File: config.mk
export PLATFORM = sky130hd
export DESIGN_NAME = linear_probe_hash_table_top
export DESIGN_NICKNAME = d
export VERILOG_FILES = /design/src/design/lpht_pkg.sv /design/src/design/linear_probe_hash_table_top.sv /design/src/design/lpht_mod.sv
export SDC_FILE = /design/constraint.sdc
export NUM_CORES = 2
export LEC_CHECK = 0
export ABC_CLOCK_PERIOD_IN_PS = 9200
export BUFFER_PORTS_ARGS = -buffer_cell sky130_fd_sc_hd__buf_2
export CAP_MARGIN = 40
export CORE_MARGIN = 1
export CORE_UTILIZATION = 48
export CTS_CLUSTER_DIAMETER = 40
export CTS_CLUSTER_SIZE = 28
export DETAILED_ROUTE_END_ITERATION = 10
export PLACE_DENSITY = 0.69
export SLEW_MARGIN = 20
export SYNTH_ARGS = -nofsm -noshare
export SYNTH_HDL_FRONTEND = slang
export SYNTH_SLANG_ARGS = --single-unit
File: constraint.sdc
create_clock -name clk_i -period 9.2 [get_ports clk_i]
set_input_delay 1.84 -clock clk_i [delete_from_list [all_inputs] [get_ports clk_i]]
set_output_delay 1.84 -clock clk_i [all_outputs]
set_load 0.02 [all_outputs]
File: src/design/lpht_pkg.sv
package lpht_pkg;

  localparam int MAX_SLOTS  = 256;
  localparam int SLOT_IDX_W = $clog2(MAX_SLOTS);
  localparam int CNT_W      = $clog2(MAX_SLOTS + 1);
  localparam int KEY_W      = 8;
  localparam int OP_W       = 2;
  localparam int SIZE_W     = 9;
  localparam int PADDR_W    = 2;
  localparam int PDATA_W    = 32;

  // remainder unit: dividend width and bits retired per step
  localparam int DIVIDEND_W    = 32;
  localparam int MOD_BITS_STEP = 4;
  localparam int MOD_STEPS     = DIVIDEND_W / MOD_BITS_STEP;
  localparam int MOD_CNT_W     = $clog2(MOD_STEPS);

  localparam logic [OP_W-1:0] OP_INSERT = 2'd0;
  localparam logic [OP_W-1:0] OP_SEARCH = 2'd1;
  localparam logic [OP_W-1:0] OP_REMOVE = 2'd2;

  localparam logic [PADDR_W-1:0] REG_TABLE_SIZE = 2'd0;

  // sequencer step addresses
  localparam int STEP_W = 3;
  localparam logic [STEP_W-1:0] S_IDLE  = 3'd0;
  localparam logic [STEP_W-1:0] S_START = 3'd1;
  localparam logic [STEP_W-1:0] S_WAIT  = 3'd2;
  localparam logic [STEP_W-1:0] S_READ  = 3'd3;
  localparam logic [STEP_W-1:0] S_CHECK = 3'd4;
  localparam logic [STEP_W-1:0] S_DONE  = 3'd5;

  typedef enum logic [2:0] {
    C_NEVER,
    C_NO_IN,
    C_PRE_FAIL,
    C_MOD_BUSY,
    C_PROBE_END,
    C_OUT_BUSY
  } cond_e;

  typedef struct packed {
    logic latch_in;
    logic mod_start;
    logic load_home;
    logic mem_rd;
    logic probe;
    logic emit;
  } act_t;

  typedef struct packed {
    cond_e             cond;
    logic [STEP_W-1:0] jmp;
    logic [STEP_W-1:0] nxt;
    act_t              act;
  } ucode_t;

  typedef struct packed {
    logic [OP_W-1:0]  opcode;
    logic [KEY_W-1:0] key;
  } in_t;

  typedef struct packed {
    logic             success;
    logic [KEY_W-1:0] found_key;
    logic [CNT_W-1:0] occupancy;
  } out_t;

  // control store: jump to jmp when cond holds, else go to nxt
  function automatic ucode_t ucode(input logic [STEP_W-1:0] step);
    ucode_t w;
    w = '{cond: C_NEVER, jmp: S_IDLE, nxt: S_IDLE, act: '0};
    case (step)
      S_IDLE: begin
        w.cond = C_NO_IN;     w.jmp = S_IDLE;  w.nxt = S_START; w.act.latch_in = 1'b1;
      end
      S_START: begin
        w.cond = C_PRE_FAIL;  w.jmp = S_DONE;  w.nxt = S_WAIT;  w.act.mod_start = 1'b1;
      end
      S_WAIT: begin
        w.cond = C_MOD_BUSY;  w.jmp = S_WAIT;  w.nxt = S_READ;  w.act.load_home = 1'b1;
      end
      S_READ: begin
        w.cond = C_NEVER;     w.jmp = S_READ;  w.nxt = S_CHECK; w.act.mem_rd = 1'b1;
      end
      S_CHECK: begin
        w.cond = C_PROBE_END; w.jmp = S_DONE;  w.nxt = S_READ;  w.act.probe = 1'b1;
      end
      S_DONE: begin
        w.cond = C_OUT_BUSY;  w.jmp = S_DONE;  w.nxt = S_IDLE;  w.act.emit = 1'b1;
      end
      default: begin
        w.cond = C_NEVER;     w.jmp = S_IDLE;  w.nxt = S_IDLE;
      end
    endcase
    return w;
  endfunction

endpackage

File: src/design/linear_probe_hash_table_top.sv
// Channel  Dir  Handshake                 Beat payload
// in       in   in_valid_i / in_stall_o   lpht_pkg::in_t  {opcode, key}
// out      out  out_valid_o / out_stall_i lpht_pkg::out_t {success, found_key, occupancy}
// cfg      in   APB psel/penable/pwrite   table_size at byte address 0
//
// One item at a time; an item probes 1..size slots, but a zero key, opcode 3 or a
// full table on insert fails without probing.
// The home index comes from an 8-step remainder unit (4 bits a cycle); each probe
// costs a read step and a check step on the single-port slot memory.
// Reset clears the 256 slot valid bits at once: no clearing pass, first item right away.
// A finished result waits in the output register while out_stall_i is high; the next
// input beat is taken as soon as the sequencer is back at its idle step.
module linear_probe_hash_table_top (
  input  logic                          clk_i,
  input  logic                          rst_ni,
  // input beats
  input  logic                          in_valid_i,
  output logic                          in_stall_o,
  input  lpht_pkg::in_t                 in_data_i,
  // result beats
  output logic                          out_valid_o,
  input  logic                          out_stall_i,
  output lpht_pkg::out_t                out_data_o,
  // configuration
  input  logic                          psel,
  input  logic                          penable,
  input  logic                          pwrite,
  input  logic [lpht_pkg::PADDR_W-1:0]  paddr,
  input  logic [lpht_pkg::PDATA_W-1:0]  pwdata,
  output logic [lpht_pkg::PDATA_W-1:0]  prdata,
  output logic                          pready
);

  // ---------------------------------------------------------------------------
  // Configuration register
  // ---------------------------------------------------------------------------
  logic [lpht_pkg::SIZE_W-1:0] table_size_q;
  logic                        cfg_wr;

  assign pready = 1'b1;
  assign cfg_wr = psel && penable && pwrite && (paddr == lpht_pkg::REG_TABLE_SIZE);
  assign prdata = (paddr == lpht_pkg::REG_TABLE_SIZE)
                ? {{(lpht_pkg::PDATA_W - lpht_pkg::SIZE_W){1'b0}}, table_size_q}
                : '0;

  always_ff @(posedge clk_i or negedge rst_ni) begin
    if (!rst_ni) begin
      table_size_q <= lpht_pkg::SIZE_W'(lpht_pkg::MAX_SLOTS);
    end else if (cfg_wr) begin
      table_size_q <= pwdata[lpht_pkg::SIZE_W-1:0];
    end
  end

  // Effective size: zero acts as one, anything above the store acts as the store.
  logic [lpht_pkg::SIZE_W-1:0] eff_size;
  always_comb begin
    if (table_size_q == '0) begin
      eff_size = lpht_pkg::SIZE_W'(1);
    end else if (table_size_q > lpht_pkg::SIZE_W'(lpht_pkg::MAX_SLOTS)) begin
      eff_size = lpht_pkg::SIZE_W'(lpht_pkg::MAX_SLOTS);
    end else begin
      eff_size = table_size_q;
    end
  end

  // ---------------------------------------------------------------------------
  // Sequencer: step counter plus control word from the package's control store
  // ---------------------------------------------------------------------------
  logic [lpht_pkg::STEP_W-1:0] pc_q, pc_d;
  lpht_pkg::ucode_t            uw;
  logic                        cond_true;

  logic                        out_valid_q;
  logic                        out_busy;
  logic                        pre_fail;
  logic                        mod_busy;
  logic                        probe_end;

  assign uw       = lpht_pkg::ucode(pc_q);
  assign out_busy = out_valid_q && out_stall_i;

  always_comb begin
    case (uw.cond)
      lpht_pkg::C_NEVER:     cond_true = 1'b0;
      lpht_pkg::C_NO_IN:     cond_true = !in_valid_i;
      lpht_pkg::C_PRE_FAIL:  cond_true = pre_fail;
      lpht_pkg::C_MOD_BUSY:  cond_true = mod_busy;
      lpht_pkg::C_PROBE_END: cond_true = probe_end;
      lpht_pkg::C_OUT_BUSY:  cond_true = out_busy;
      default:               cond_true = 1'b0;
    endcase
    pc_d = cond_true ? uw.jmp : uw.nxt;
  end

  always_ff @(posedge clk_i or negedge rst_ni) begin
    if (!rst_ni) begin
      pc_q <= lpht_pkg::S_IDLE;
    end else begin
      pc_q <= pc_d;
    end
  end

  // Take a beat only at the idle step; the output register decouples the far side.
  logic accept;
  assign in_stall_o = (pc_q != lpht_pkg::S_IDLE);
  assign accept     = uw.act.latch_in && in_valid_i;

  // ---------------------------------------------------------------------------
  // Item registers
  // ---------------------------------------------------------------------------
  logic [lpht_pkg::OP_W-1:0]   op_q;
  logic [lpht_pkg::KEY_W-1:0]  key_q;
  logic [lpht_pkg::SIZE_W-1:0] size_q;
  logic [lpht_pkg::CNT_W-1:0]  count_q, count_d;
  logic                        success_q, success_d;
  logic [lpht_pkg::KEY_W-1:0]  found_q, found_d;
  logic                        is_ins;

  always_ff @(posedge clk_i) begin
    if (accept) begin
      op_q   <= in_data_i.opcode;
      key_q  <= in_data_i.key;
      size_q <= eff_size;
    end
  end

  assign is_ins   = (op_q == lpht_pkg::OP_INSERT);
  // Zero key, undefined opcode or a full table on insert: fail without probing.
  assign pre_fail = (key_q == '0)
                 || ((op_q != lpht_pkg::OP_INSERT) && (op_q != lpht_pkg::OP_SEARCH)
                     && (op_q != lpht_pkg::OP_REMOVE))
                 || (is_ins && ({1'b0, count_q} >= {1'b0, size_q}));

  // ---------------------------------------------------------------------------
  // Home index: sign-extended key masked to 31 bits, modulo size
  // ---------------------------------------------------------------------------
  logic [lpht_pkg::DIVIDEND_W-1:0] dividend;
  logic [lpht_pkg::SIZE_W-1:0]     home_rem;

  assign dividend = {1'b0,
                     {(lpht_pkg::DIVIDEND_W - 1 - lpht_pkg::KEY_W){key_q[lpht_pkg::KEY_W-1]}},
                     key_q};

  lpht_mod u_mod (
    .clk_i      (clk_i),
    .rst_ni     (rst_ni),
    .start_i    (uw.act.mod_start),
    .dividend_i (dividend),
    .divisor_i  (size_q),
    .busy_o     (mod_busy),
    .rem_o      (home_rem)
  );

  // ---------------------------------------------------------------------------
  // Slot memory with per-entry valid bits; an invalid entry reads as empty
  // ---------------------------------------------------------------------------
  logic [lpht_pkg::KEY_W-1:0]      slot_mem [lpht_pkg::MAX_SLOTS];
  logic [lpht_pkg::MAX_SLOTS-1:0]  slot_vld_q;
  logic [lpht_pkg::KEY_W-1:0]      rd_data_q;
  logic                            rd_vld_q;
  logic                            mem_we;
  logic [lpht_pkg::KEY_W-1:0]      mem_wdata;

  logic [lpht_pkg::SLOT_IDX_W-1:0] p_q, p_d;
  logic [lpht_pkg::SLOT_IDX_W-1:0] i_q, i_d;

  always_ff @(posedge clk_i) begin
    if (mem_we) begin
      slot_mem[p_q] <= mem_wdata;
    end
    if (uw.act.mem_rd) begin
      rd_data_q <= slot_mem[p_q];
    end
  end

  always_ff @(posedge clk_i or negedge rst_ni) begin
    if (!rst_ni) begin
      slot_vld_q <= '0;
      rd_vld_q   <= 1'b0;
    end else begin
      if (mem_we) begin
        slot_vld_q[p_q] <= 1'b1;
      end
      if (uw.act.mem_rd) begin
        rd_vld_q <= slot_vld_q[p_q];
      end
    end
  end

  // ---------------------------------------------------------------------------
  // Probe check
  // ---------------------------------------------------------------------------
  logic [lpht_pkg::KEY_W-1:0]  slot_val;
  logic                        slot_empty;
  logic                        hit;
  logic                        last_probe;
  logic [lpht_pkg::SIZE_W-1:0] p_inc;

  assign slot_val   = rd_vld_q ? rd_data_q : '0;
  assign slot_empty = (slot_val == '0);
  assign hit        = is_ins ? slot_empty : (!slot_empty && (slot_val == key_q));
  assign last_probe = (({1'b0, i_q} + 1'b1) == size_q);
  assign probe_end  = hit || (!is_ins && slot_empty) || last_probe;
  assign p_inc      = {1'b0, p_q} + 1'b1;

  always_comb begin
    p_d       = p_q;
    i_d       = i_q;
    count_d   = count_q;
    success_d = success_q;
    found_d   = found_q;
    mem_we    = 1'b0;
    mem_wdata = key_q;
    if (accept) begin
      success_d = 1'b0;
      found_d   = '0;
    end
    if (uw.act.load_home) begin
      p_d = home_rem[lpht_pkg::SLOT_IDX_W-1:0];
      i_d = '0;
    end
    if (uw.act.probe) begin
      if (hit) begin
        success_d = 1'b1;
        case (op_q)
          lpht_pkg::OP_INSERT: begin
            mem_we    = 1'b1;
            mem_wdata = key_q;
            count_d   = count_q + 1'b1;
          end
          lpht_pkg::OP_SEARCH: begin
            found_d = key_q;
          end
          lpht_pkg::OP_REMOVE: begin
            mem_we    = 1'b1;
            mem_wdata = '0;
            if (count_q != '0) begin
              count_d = count_q - 1'b1;
            end
          end
          default: begin
            success_d = 1'b0;
          end
        endcase
      end else begin
        // advance, wrapping at the table size
        p_d = (p_inc == size_q) ? '0 : p_inc[lpht_pkg::SLOT_IDX_W-1:0];
        i_d = i_q + 1'b1;
      end
    end
  end

  always_ff @(posedge clk_i) begin
    p_q       <= p_d;
    i_q       <= i_d;
    success_q <= success_d;
    found_q   <= found_d;
  end

  always_ff @(posedge clk_i or negedge rst_ni) begin
    if (!rst_ni) begin
      count_q <= '0;
    end else begin
      count_q <= count_d;
    end
  end

  // ---------------------------------------------------------------------------
  // Output register
  // ---------------------------------------------------------------------------
  logic           emit;
  lpht_pkg::out_t out_q;

  assign emit = uw.act.emit && !out_busy;

  always_ff @(posedge clk_i or negedge rst_ni) begin
    if (!rst_ni) begin
      out_valid_q <= 1'b0;
    end else if (emit) begin
      out_valid_q <= 1'b1;
    end else if (!out_stall_i) begin
      out_valid_q <= 1'b0;
    end
  end

  always_ff @(posedge clk_i) begin
    if (emit) begin
      out_q.success   <= success_q;
      out_q.found_key <= found_q;
      out_q.occupancy <= count_q;
    end
  end

  assign out_valid_o = out_valid_q;
  assign out_data_o  = out_q;

`ifndef SYNTHESIS
  a_count_bound: assert property (@(posedge clk_i) disable iff (!rst_ni)
    count_q <= lpht_pkg::CNT_W'(lpht_pkg::MAX_SLOTS))
    else $error("occupancy above slot count");

  a_accept_start: assert property (@(posedge clk_i) disable iff (!rst_ni)
    (in_valid_i && !in_stall_o) |=> (pc_q == lpht_pkg::S_START))
    else $error("accepted beat did not start the program");

  a_count_step: assert property (@(posedge clk_i) disable iff (!rst_ni)
    ##1 ((count_q == $past(count_q)) || (count_q == $past(count_q) + 1'b1)
         || (count_q == $past(count_q) - 1'b1)))
    else $error("occupancy moved by more than one");

  a_probe_in_range: assert property (@(posedge clk_i) disable iff (!rst_ni)
    (pc_q == lpht_pkg::S_CHECK) |-> ({1'b0, p_q} < size_q))
    else $error("probe index outside table");

  a_result_from_done: assert property (@(posedge clk_i) disable iff (!rst_ni)
    $rose(out_valid_q) |-> ($past(pc_q) == lpht_pkg::S_DONE))
    else $error("result raised outside the done step");
`endif

endmodule

File: src/design/lpht_mod.sv
// Iterative remainder: MOD_BITS_STEP dividend bits per cycle, restoring form.
module lpht_mod (
  input  logic                             clk_i,
  input  logic                             rst_ni,
  input  logic                             start_i,
  input  logic [lpht_pkg::DIVIDEND_W-1:0]  dividend_i,
  input  logic [lpht_pkg::SIZE_W-1:0]      divisor_i,
  output logic                             busy_o,
  output logic [lpht_pkg::SIZE_W-1:0]      rem_o
);

  logic                                busy_q, busy_d;
  logic [lpht_pkg::MOD_CNT_W-1:0]      cnt_q, cnt_d;
  logic [lpht_pkg::DIVIDEND_W-1:0]     shift_q, shift_d;
  logic [lpht_pkg::SIZE_W-1:0]         div_q, div_d;
  logic [lpht_pkg::SIZE_W-1:0]         rem_q, rem_d;
  logic [lpht_pkg::SIZE_W-1:0]         rem_step;

  always_comb begin
    logic [lpht_pkg::SIZE_W:0]   t;
    logic [lpht_pkg::SIZE_W-1:0] r;
    r = rem_q;
    for (int b = 0; b < lpht_pkg::MOD_BITS_STEP; b++) begin
      t = {r, shift_q[lpht_pkg::DIVIDEND_W-1-b]};
      if (t >= {1'b0, div_q}) begin
        t = t - {1'b0, div_q};
      end
      r = t[lpht_pkg::SIZE_W-1:0];
    end
    rem_step = r;
  end

  always_comb begin
    busy_d  = busy_q;
    cnt_d   = cnt_q;
    shift_d = shift_q;
    div_d   = div_q;
    rem_d   = rem_q;
    if (start_i) begin
      busy_d  = 1'b1;
      cnt_d   = '0;
      shift_d = dividend_i;
      div_d   = divisor_i;
      rem_d   = '0;
    end else if (busy_q) begin
      rem_d   = rem_step;
      shift_d = shift_q << lpht_pkg::MOD_BITS_STEP;
      cnt_d   = cnt_q + 1'b1;
      if (cnt_q == lpht_pkg::MOD_CNT_W'(lpht_pkg::MOD_STEPS - 1)) begin
        busy_d = 1'b0;
      end
    end
  end

  always_ff @(posedge clk_i or negedge rst_ni) begin
    if (!rst_ni) begin
      busy_q <= 1'b0;
      cnt_q  <= '0;
    end else begin
      busy_q <= busy_d;
      cnt_q  <= cnt_d;
    end
  end

  always_ff @(posedge clk_i) begin
    shift_q <= shift_d;
    div_q   <= div_d;
    rem_q   <= rem_d;
  end

  assign busy_o = busy_q;
  assign rem_o  = rem_q;

endmodule

== After elaboration in Yosys (flattened, before gate mapping) ==
Memory sizes are Yosys's and may differ from the RTL's. A register that Yosys moved wholly into a read port is not among the register bits.
Cells that the tools add are included.
Widths: inputs -> output; s select.

* $lt $le $gt $ge: 8
* Bitwise operators: 1
* Multiplexer cells: 55
* Eq/ne operators: 20
* $add $sub $neg: 10
* Reduce and logical (&&, ||, !) cells: 35

{| class="wikitable"
|+ Operators by type and width
! cell !! count
|-
| $or 256x256->256 || 1
|-
| $mux 8 || 15
|-
| $mux 9 || 7
|-
| $mux 31 || 2
|-
| $pmux 9 s6 || 1
|-
| $ge 10x9->1 || 4
|-
| $sub 9x9->9 || 4
|-
| $mux 1 || 23
|-
| $add 8x1->9 const B || 2
|-
| $eq 9x9->1 || 2
|-
| $pmux 9 s2 || 1
|-
| $logic_not 8->1 || 2
|-
| $eq 3x3->1 const B || 5
|-
| $eq 3x2->1 const B || 4
|-
| $logic_and 1x1->1 || 12
|-
| $add 9x1->9 const B || 1
|-
| $ge 9x9->1 || 1
|-
| $gt 9x9->1 const B || 1
|-
| $logic_not 9->1 || 1
|-
| $lt 8x9->1 const B || 1
|-
| $mux 3 || 3
|-
| $reduce_bool 9->1 || 1
|-
| $sub 9x1->9 const B || 1
|-
| $add 8x1->8 const B || 1
|-
| 20 further kinds || 33
|}

* Logic and storage cells: 153
* Memory bits (writable): 2048
* Memories kept: 1
* Bits in registers: 395
* Output and inout port bits: 53
* Bits of input ports: 51

{| class="wikitable"
|+ Memory list
! memory !! words !! width !! rd ports !! clocked after Yosys merged registers in !! write ports !! line !! RTL
|-
| slot_mem || 256 || 8 || 1 || 1 || 1 || linear_probe_hash_table_top.sv:157 || <nowiki>logic [lpht_pkg::KEY_W-1:0] slot_mem [lpht_pkg::MAX_SLOTS];</nowiki>
|}

== Longest topological paths before layout ==
* Word-level depth: 9
* Gate-level depth with buffers: 41
* Mapped depth without buffers: 39

== Modules after synthesis ==
Synthesis repeated with hierarchy kept, for this count alone.

* Cells, all modules: 5100
* Area, all modules: 99165.1 um^2

{| class="wikitable"
|+ Modules (own cells, without submodules)
! module !! instances !! cells an instance !! area each (um^2) !! seq. area each (um^2)
|-
| linear_probe_hash_table_top || 1 || 4704 || 95067.4 || 70333.7
|-
| lpht_mod || 1 || 396 || 4097.7 || 1511.4
|}

== Worst setup path before layout ==
OpenSTA, ideal clock, no wires.

* Path kind: register to register
* Start point: register rd_data_q[2] (netlist bit) (read register of slot_mem)
* End point: memory slot_mem[0][0] (netlist bit) (data pin)
* Setup slack: -0.371 ns
* Setup time: 1.449 ns
* Buffers on the path: 1
* Arrival time: 8.122 ns
* Required time: 7.751 ns
* Period minus slack after synthesis: 9.571 ns
* Cell stages (with the launch flop): 8
* Cells stage by stage: edfxtp_1 > or4_1 > o21ai_1 > o21a_1 > nor4_4 > buf_6 > and2_0 > nor2b_1

* Cells in the longest elaborated chain, start to end: 7
* Elaborated cells between the ends (all ways): 8
* Classes of those cells: eq/ne (1); mux (4); reduce/logical (3)

{| class="wikitable"
|+ RTL lines
! item !! line !! RTL
|-
| start, declared || linear_probe_hash_table_top.sv:159 || <nowiki>logic [lpht_pkg::KEY_W-1:0] rd_data_q;</nowiki>
|-
| $mux 8 * || linear_probe_hash_table_top.sv:199 || <nowiki>assign slot_val = rd_vld_q ? rd_data_q : '0;</nowiki>
|-
| $logic_not 8->1 || linear_probe_hash_table_top.sv:200 || <nowiki>assign slot_empty = (slot_val == '0);</nowiki>
|-
| $logic_not 1->1 || linear_probe_hash_table_top.sv:201 || <nowiki>assign hit = is_ins ? slot_empty : (!slot_empty && (slot_val == key_q));</nowiki>
|-
| $logic_and 1x1->1 || linear_probe_hash_table_top.sv:201 ||
|-
| $mux 1 * || linear_probe_hash_table_top.sv:201 ||
|-
| $mux 8 * || linear_probe_hash_table_top.sv:223 || <nowiki>if (hit) begin</nowiki>
|-
| $mux 8 * || linear_probe_hash_table_top.sv:222 || <nowiki>if (uw.act.probe) begin</nowiki>
|-
| via mem_wdata, one bit || linear_probe_hash_table_top.sv:162 || <nowiki>logic [lpht_pkg::KEY_W-1:0] mem_wdata;</nowiki>
|-
| end, declared || linear_probe_hash_table_top.sv:157 ||
|}

The timed path passes the listed nets; every way through them passes the cells marked *.

== Final worst setup path ==
* Start point: register u_mod.shift_q[31] (netlist bit)
* End point: register u_mod.rem_q, in the netlist u_mod.rem_o[0]

* Cells in the longest elaborated chain, start to end: 8
* Elaborated cells between the ends (all ways): 11
* Classes of those cells: add/sub (3); order compare (4); mux (4)

{| class="wikitable"
|+ RTL lines
! item !! line !! RTL
|-
| start, declared || lpht_mod.sv:14 || <nowiki>logic [lpht_pkg::DIVIDEND_W-1:0] shift_q, shift_d;</nowiki>
|-
| start signal, assigned || lpht_mod.sv:66 || <nowiki>shift_q <= shift_d;</nowiki>
|-
| $sub 9x9->9 or $ge 10x9->1 (tied branches) || lpht_mod.sv:26, lpht_mod.sv:25 ||
|-
| $mux 9 * || lpht_mod.sv:25 || <nowiki>if (t >= {1'b0, div_q}) begin</nowiki>
|-
| $sub 9x9->9 or $ge 10x9->1 (tied branches) || lpht_mod.sv:26, lpht_mod.sv:25 ||
|-
| $mux 9 * || lpht_mod.sv:25 ||
|-
| $sub 9x9->9 or $ge 10x9->1 (tied branches) || lpht_mod.sv:26, lpht_mod.sv:25 ||
|-
| $mux 9 * || lpht_mod.sv:25 ||
|-
| $ge 10x9->1 * || lpht_mod.sv:25 ||
|-
| $mux 9 * || lpht_mod.sv:25 ||
|-
| end signal, assigned || lpht_mod.sv:68 || <nowiki>rem_q <= rem_d;</nowiki>
|-
| end, declared || lpht_mod.sv:16 || <nowiki>logic [lpht_pkg::SIZE_W-1:0] rem_q, rem_d;</nowiki>
|}

Every way passes the cells marked *; elsewhere a longest branch is shown, timed or not.
A chain may end at the register's enable or synchronous reset.

==> summary.txt <==
FINAL LAYOUT
-------------------------------------------------------------------------------------
Synth-to-Final Area Change .............................................        16.9%
Sequential cell area in the final layout ...............................   71900 um^2
Area occupied by multi-input gates .....................................   25100 um^2
Fraction of layout instances using a drive strength above 1 ............        35.8%
Total of fill cells in the finished design .............................        14600
Number of nets in the layout ...........................................         5470

TIMING
-------------------------------------------------------------------------------------
Peak Freq ..............................................................      117 MHz
Worst slew pin tran ....................................................      1.15 ns
Final period util ......................................................        93.3%
Fin. Hold Viols ........................................................            0
Count of final max-slew check failures .................................            0
Period minus WS final ..................................................      8.58 ns
Worst clock skew on the final layout ...................................    0.0773 ns
Final Setup Violations .................................................            0
Unrepaired setup endpoints after global routing ........................           no
Max_slew headroom ......................................................        23.4%
Total Neg Setup Slack ..................................................         0 ns

DIE
-------------------------------------------------------------------------------------
Die area ...............................................................  206000 um^2
Die Wd .................................................................       454 um
Initial standard-cell utilization of the core ..........................        48.4%
Num rows ...............................................................          165
Area of the core .......................................................  203000 um^2
Die Span Y .............................................................       454 um
Number of placed I/O pins ..............................................          104

CRITICAL PATH
-------------------------------------------------------------------------------------
Highest-delay cell along the critical path ............................. sky130_fd_sc_hd__fa_1
Largest fanout of any net on the critical path .........................            7
Kind of end point of the critical path .................................    flip-flop
Data required time at the worst endpoint ...............................      9.96 ns
FF-to-FF path depth ....................................................           43
Maximum cell stage delay along the critical path .......................      0.43 ns
Sort of element at the start of the critical path ......................    flip-flop
CP Class ...............................................................   reg -> reg
Arrival time at the worst endpoint .....................................      9.34 ns

ROUTING
-------------------------------------------------------------------------------------
Average via count per standard cell ....................................         6.08
Initial DRT Pass Iterations ............................................            5
Wire length per cell ...................................................      29.1 um
Routed Antenna Nets ....................................................            0
DRC violations left ....................................................            0
Initial DRC Count ......................................................         5686
Total length of routed wires ...........................................       240 mm
Vias ...................................................................        50300

POWER
-------------------------------------------------------------------------------------
Sw power ...............................................................      13.7 mW
Worst supply voltage drop on vdd .......................................    0.00104 V
Switching portion of total power .......................................        33.2%
Seq pwr share ..........................................................        32.0%
Power per unit of standard cell area ...................................  360 nW/um^2
Combinational cell fraction of total power .............................        38.2%
Leakage ................................................................      39.9 nW
Internal power .........................................................      27.6 mW
Total power ............................................................      41.4 mW
Part of the total power dissipated in the clock network ................        29.8%

YOSYS
-------------------------------------------------------------------------------------
Area share of the largest cell type after synthesis ....................        65.2%
Synth Warn # ...........................................................            0
Area contributors post-synth ........................................... sky130_fd_sc_hd__edfxtp_1, sky130_fd_sc_hd__mux4_2, sky130_fd_sc_hd__dfrtp_1
Post-synthesis instance total ..........................................         4857
Sequential element share of the synthesized area .......................        73.1%
Cell type with the highest aggregate area in the netlist ............... sky130_fd_sc_hd__edfxtp_1
Count of different cell masters after synthesis ........................           87
Synthesized area .......................................................   98200 um^2
Avg Synthesized Cell Area ..............................................    20.2 um^2
Ys flop type ........................................................... sky130_fd_sc_hd__edfxtp_1
Number of enable-type register cells in the synthesized netlist ........         2133
Number of synthesized register bits ....................................         2451
Share of flip-flops with an asynchronous set or reset after synthesis ..        11.5%

CTS
-------------------------------------------------------------------------------------
Number of buffers created by CTS .......................................          312
Clock-pin slew of the registers on the worst-case setup and hold paths .      0.06 ns
Post-CTS setup buffer count ............................................            0
Clock Sinks ............................................................         2451
CTS Buffer Depth .......................................................            4
# hold bufs at CTS .....................................................            0
TritonCTS clock tree ...................................................         done
Clock insertion delay at the later pin of the skew report ..............      0.95 ns
Root buffer cell ....................................................... sky130_fd_sc_hd__clkbuf_16
Level count of the clock H-tree ........................................            5

GLOBAL ROUTE
-------------------------------------------------------------------------------------
Via count of the first global-routing pass .............................        50500
Antenna violations before repair .......................................            5
Pin count of the biggest net entering global routing ...................          257
Global-route usage over all layers .....................................        23.5%
GRT overflow ...........................................................            0
Global-route wire length before repair .................................       352 mm

MIN PATH
-------------------------------------------------------------------------------------
Count of cells along the worst hold path ...............................            0
Min-Delay Path Class ...................................................   reg -> reg

PLACEMENT
-------------------------------------------------------------------------------------
Final weighted congestion in routability-driven placement ..............        0.845
I/O Buffers ............................................................           56
Post-detailed-placement half-perimeter wirelength ......................       145 mm

FLOW RUN
-------------------------------------------------------------------------------------
Maximum capacitance violations .........................................            0

OUTCOME
-------------------------------------------------------------------------------------
Result of the run ...................................................... finished, final reports clean

## registers in the layout (all words and copies together), names as in the netlist, 2 cells and up, named ones only
register       count
count_q            9
found_q            8
i_q                8
key_q              8
op_q               2
out_data_o        18
p_q                8
pc_q               2
rd_data_q          8
size_q             9
slot_mem        2048
slot_vld_q       256
table_size_q       9
u_mod.cnt_q        3
u_mod.div_q        9
u_mod.rem_o        9
u_mod.shift_q     32
## layout by cell type, fill, tap and decap left out, types with 11 or more instances in the layout
master and n:
sky130_fd_sc_hd__a21o_1 46, sky130_fd_sc_hd__a21oi_1 39, sky130_fd_sc_hd__a22oi_1 16, sky130_fd_sc_hd__and2_1 27
sky130_fd_sc_hd__and3_1 13, sky130_fd_sc_hd__buf_12 23, sky130_fd_sc_hd__buf_16 15, sky130_fd_sc_hd__buf_2 57
sky130_fd_sc_hd__buf_4 322, sky130_fd_sc_hd__bufinv_16 27, sky130_fd_sc_hd__clkbuf_1 14, sky130_fd_sc_hd__clkbuf_16 318
sky130_fd_sc_hd__clkinv_1 14, sky130_fd_sc_hd__clkinv_2 24, sky130_fd_sc_hd__clkinv_4 28, sky130_fd_sc_hd__clkinv_8 20
sky130_fd_sc_hd__clkinvlp_4 23, sky130_fd_sc_hd__conb_1 24, sky130_fd_sc_hd__dfrtp_1 282, sky130_fd_sc_hd__dfxtp_1 28
sky130_fd_sc_hd__edfxtp_1 2133, sky130_fd_sc_hd__ha_1 61, sky130_fd_sc_hd__inv_1 49, sky130_fd_sc_hd__inv_6 51
sky130_fd_sc_hd__inv_8 31, sky130_fd_sc_hd__mux2_2 26, sky130_fd_sc_hd__mux2i_1 22, sky130_fd_sc_hd__mux4_2 727
sky130_fd_sc_hd__nand2_1 122, sky130_fd_sc_hd__nand2_2 11, sky130_fd_sc_hd__nand2b_1 15, sky130_fd_sc_hd__nand3_1 35
sky130_fd_sc_hd__nor2_1 310, sky130_fd_sc_hd__nor3_1 19, sky130_fd_sc_hd__o21ai_0 71, sky130_fd_sc_hd__or2_1 31
sky130_fd_sc_hd__or2_2 231, sky130_fd_sc_hd__xnor2_1 39, sky130_fd_sc_hd__xor2_1 20
## cell usage after synthesis (all sizes together) (48+ instances only)
| master | number |
|---|---|
| inv | 52 |
| nand2 | 133 |
| clkbuf | 122 |
| nor2 | 317 |
| mux4 | 727 |
| buf | 145 |
| dfrtp | 282 |
| edfxtp | 2133 |
| or2 | 262 |
| ha | 61 |
| o21ai | 76 |
| nand3 | 48 |
## power groups by stage
| stage | combinational, mW | sequential (mW) | clock [mW] |
|---|---|---|---|
| final | 15.8 | 13.2 | 12.3 |
| after global routing | 17.0 | 13.2 | 12.9 |
| after CTS | 15.7 | 13.2 | 12.5 |
| after detailed placement | 15.6 | 13.4 | 0 |
| after global placement | 15.4 | 13.4 | 0 |
| after floorplan | 9.99 | 13.4 | 0 |
## worst max-delay path: cells and delay by family (launching register included)
family / cells / cell delay, ns
mux: 1 / 0.14
buf+inv: 12 / 1.45
fa+ha+maj: 5 / 1.55
compound gates: 16 / 3.71
simple gates: 9 / 1.26
flops: 1 / 0.33
## kinds of logic (layout without fill, tap and decap cells)
kind of cell               after synthesis  count (layout)  share of synthesized area, %
buffers and inverters                  320            1034                          1.54
and+or+nand+nor                        890             890                          4.62
DFF                                   2451            2451                          73.1
muxes                                  775             775                          17.2
AOI/OAI and AO/OA                      294             294                          2.09
other                                    2              27                       0.00765
xor gates and xnor gates                59              59                         0.526
adders and majority gates               66              66                         0.879
## area by class of cell
type                       instances  area share [%]
antenna                            3         0.00654
clock buffer                     337            7.04
clock inverter                   217            2.19
inverter                          53           0.173
multi-input combinational       2108            21.9
sequential                      2451            62.6
tap                             2672            2.91
timing repair buffer             427            3.22
## through the flow
stage               cells  utilization [%]  setup slack (ns)  instance area, um^2  hold WS, ns
finish               8268             56.6             0.618               115000        0.434
detailed placement   7575             50.8            0.0389               103000        0.424
global route         8265             56.6           0.00865               115000        0.461
CTS                  8129             56.0            0.0846               114000        0.436
global placement     7507             50.4          -0.00872               102000        0.426
floorplan            4879                -            -0.371                98300        0.408
## timing repair
item / 4_1_cts / 5_1_grt
pin swaps: 0 / 2
setup endpoints to repair: 2 / 9
endpoints found under the hold margin: 0 / 0
resized for setup: 1 / 10
## per-layer routing
layer	vias to the layer above	global-route usage [%]	share of wire, %
met5	-	0	0.0029
met4	2	8.29	3.5
met3	419	5.54	9.2
met2	2476	36.2	47
met1	26700	33.0	40
li1	20700	-	-
## path summary, 6_finish.rpt
kind / start / end / slack, ns
min in group asynchronous: rst_ni / slot_vld_q[23] / 0.90
max in group asynchronous: rst_ni / slot_vld_q[172] / 7.11
min reg2reg: found_q[7] / out_data_o[16] / 0.43
min: found_q[7] / out_data_o[16] / 0.43
max reg2reg: u_mod.shift_q[31] / u_mod.rem_o[0] / 0.62
max: u_mod.shift_q[31] / u_mod.rem_o[0] / 0.62
Power figures use the tool's default switching activity.
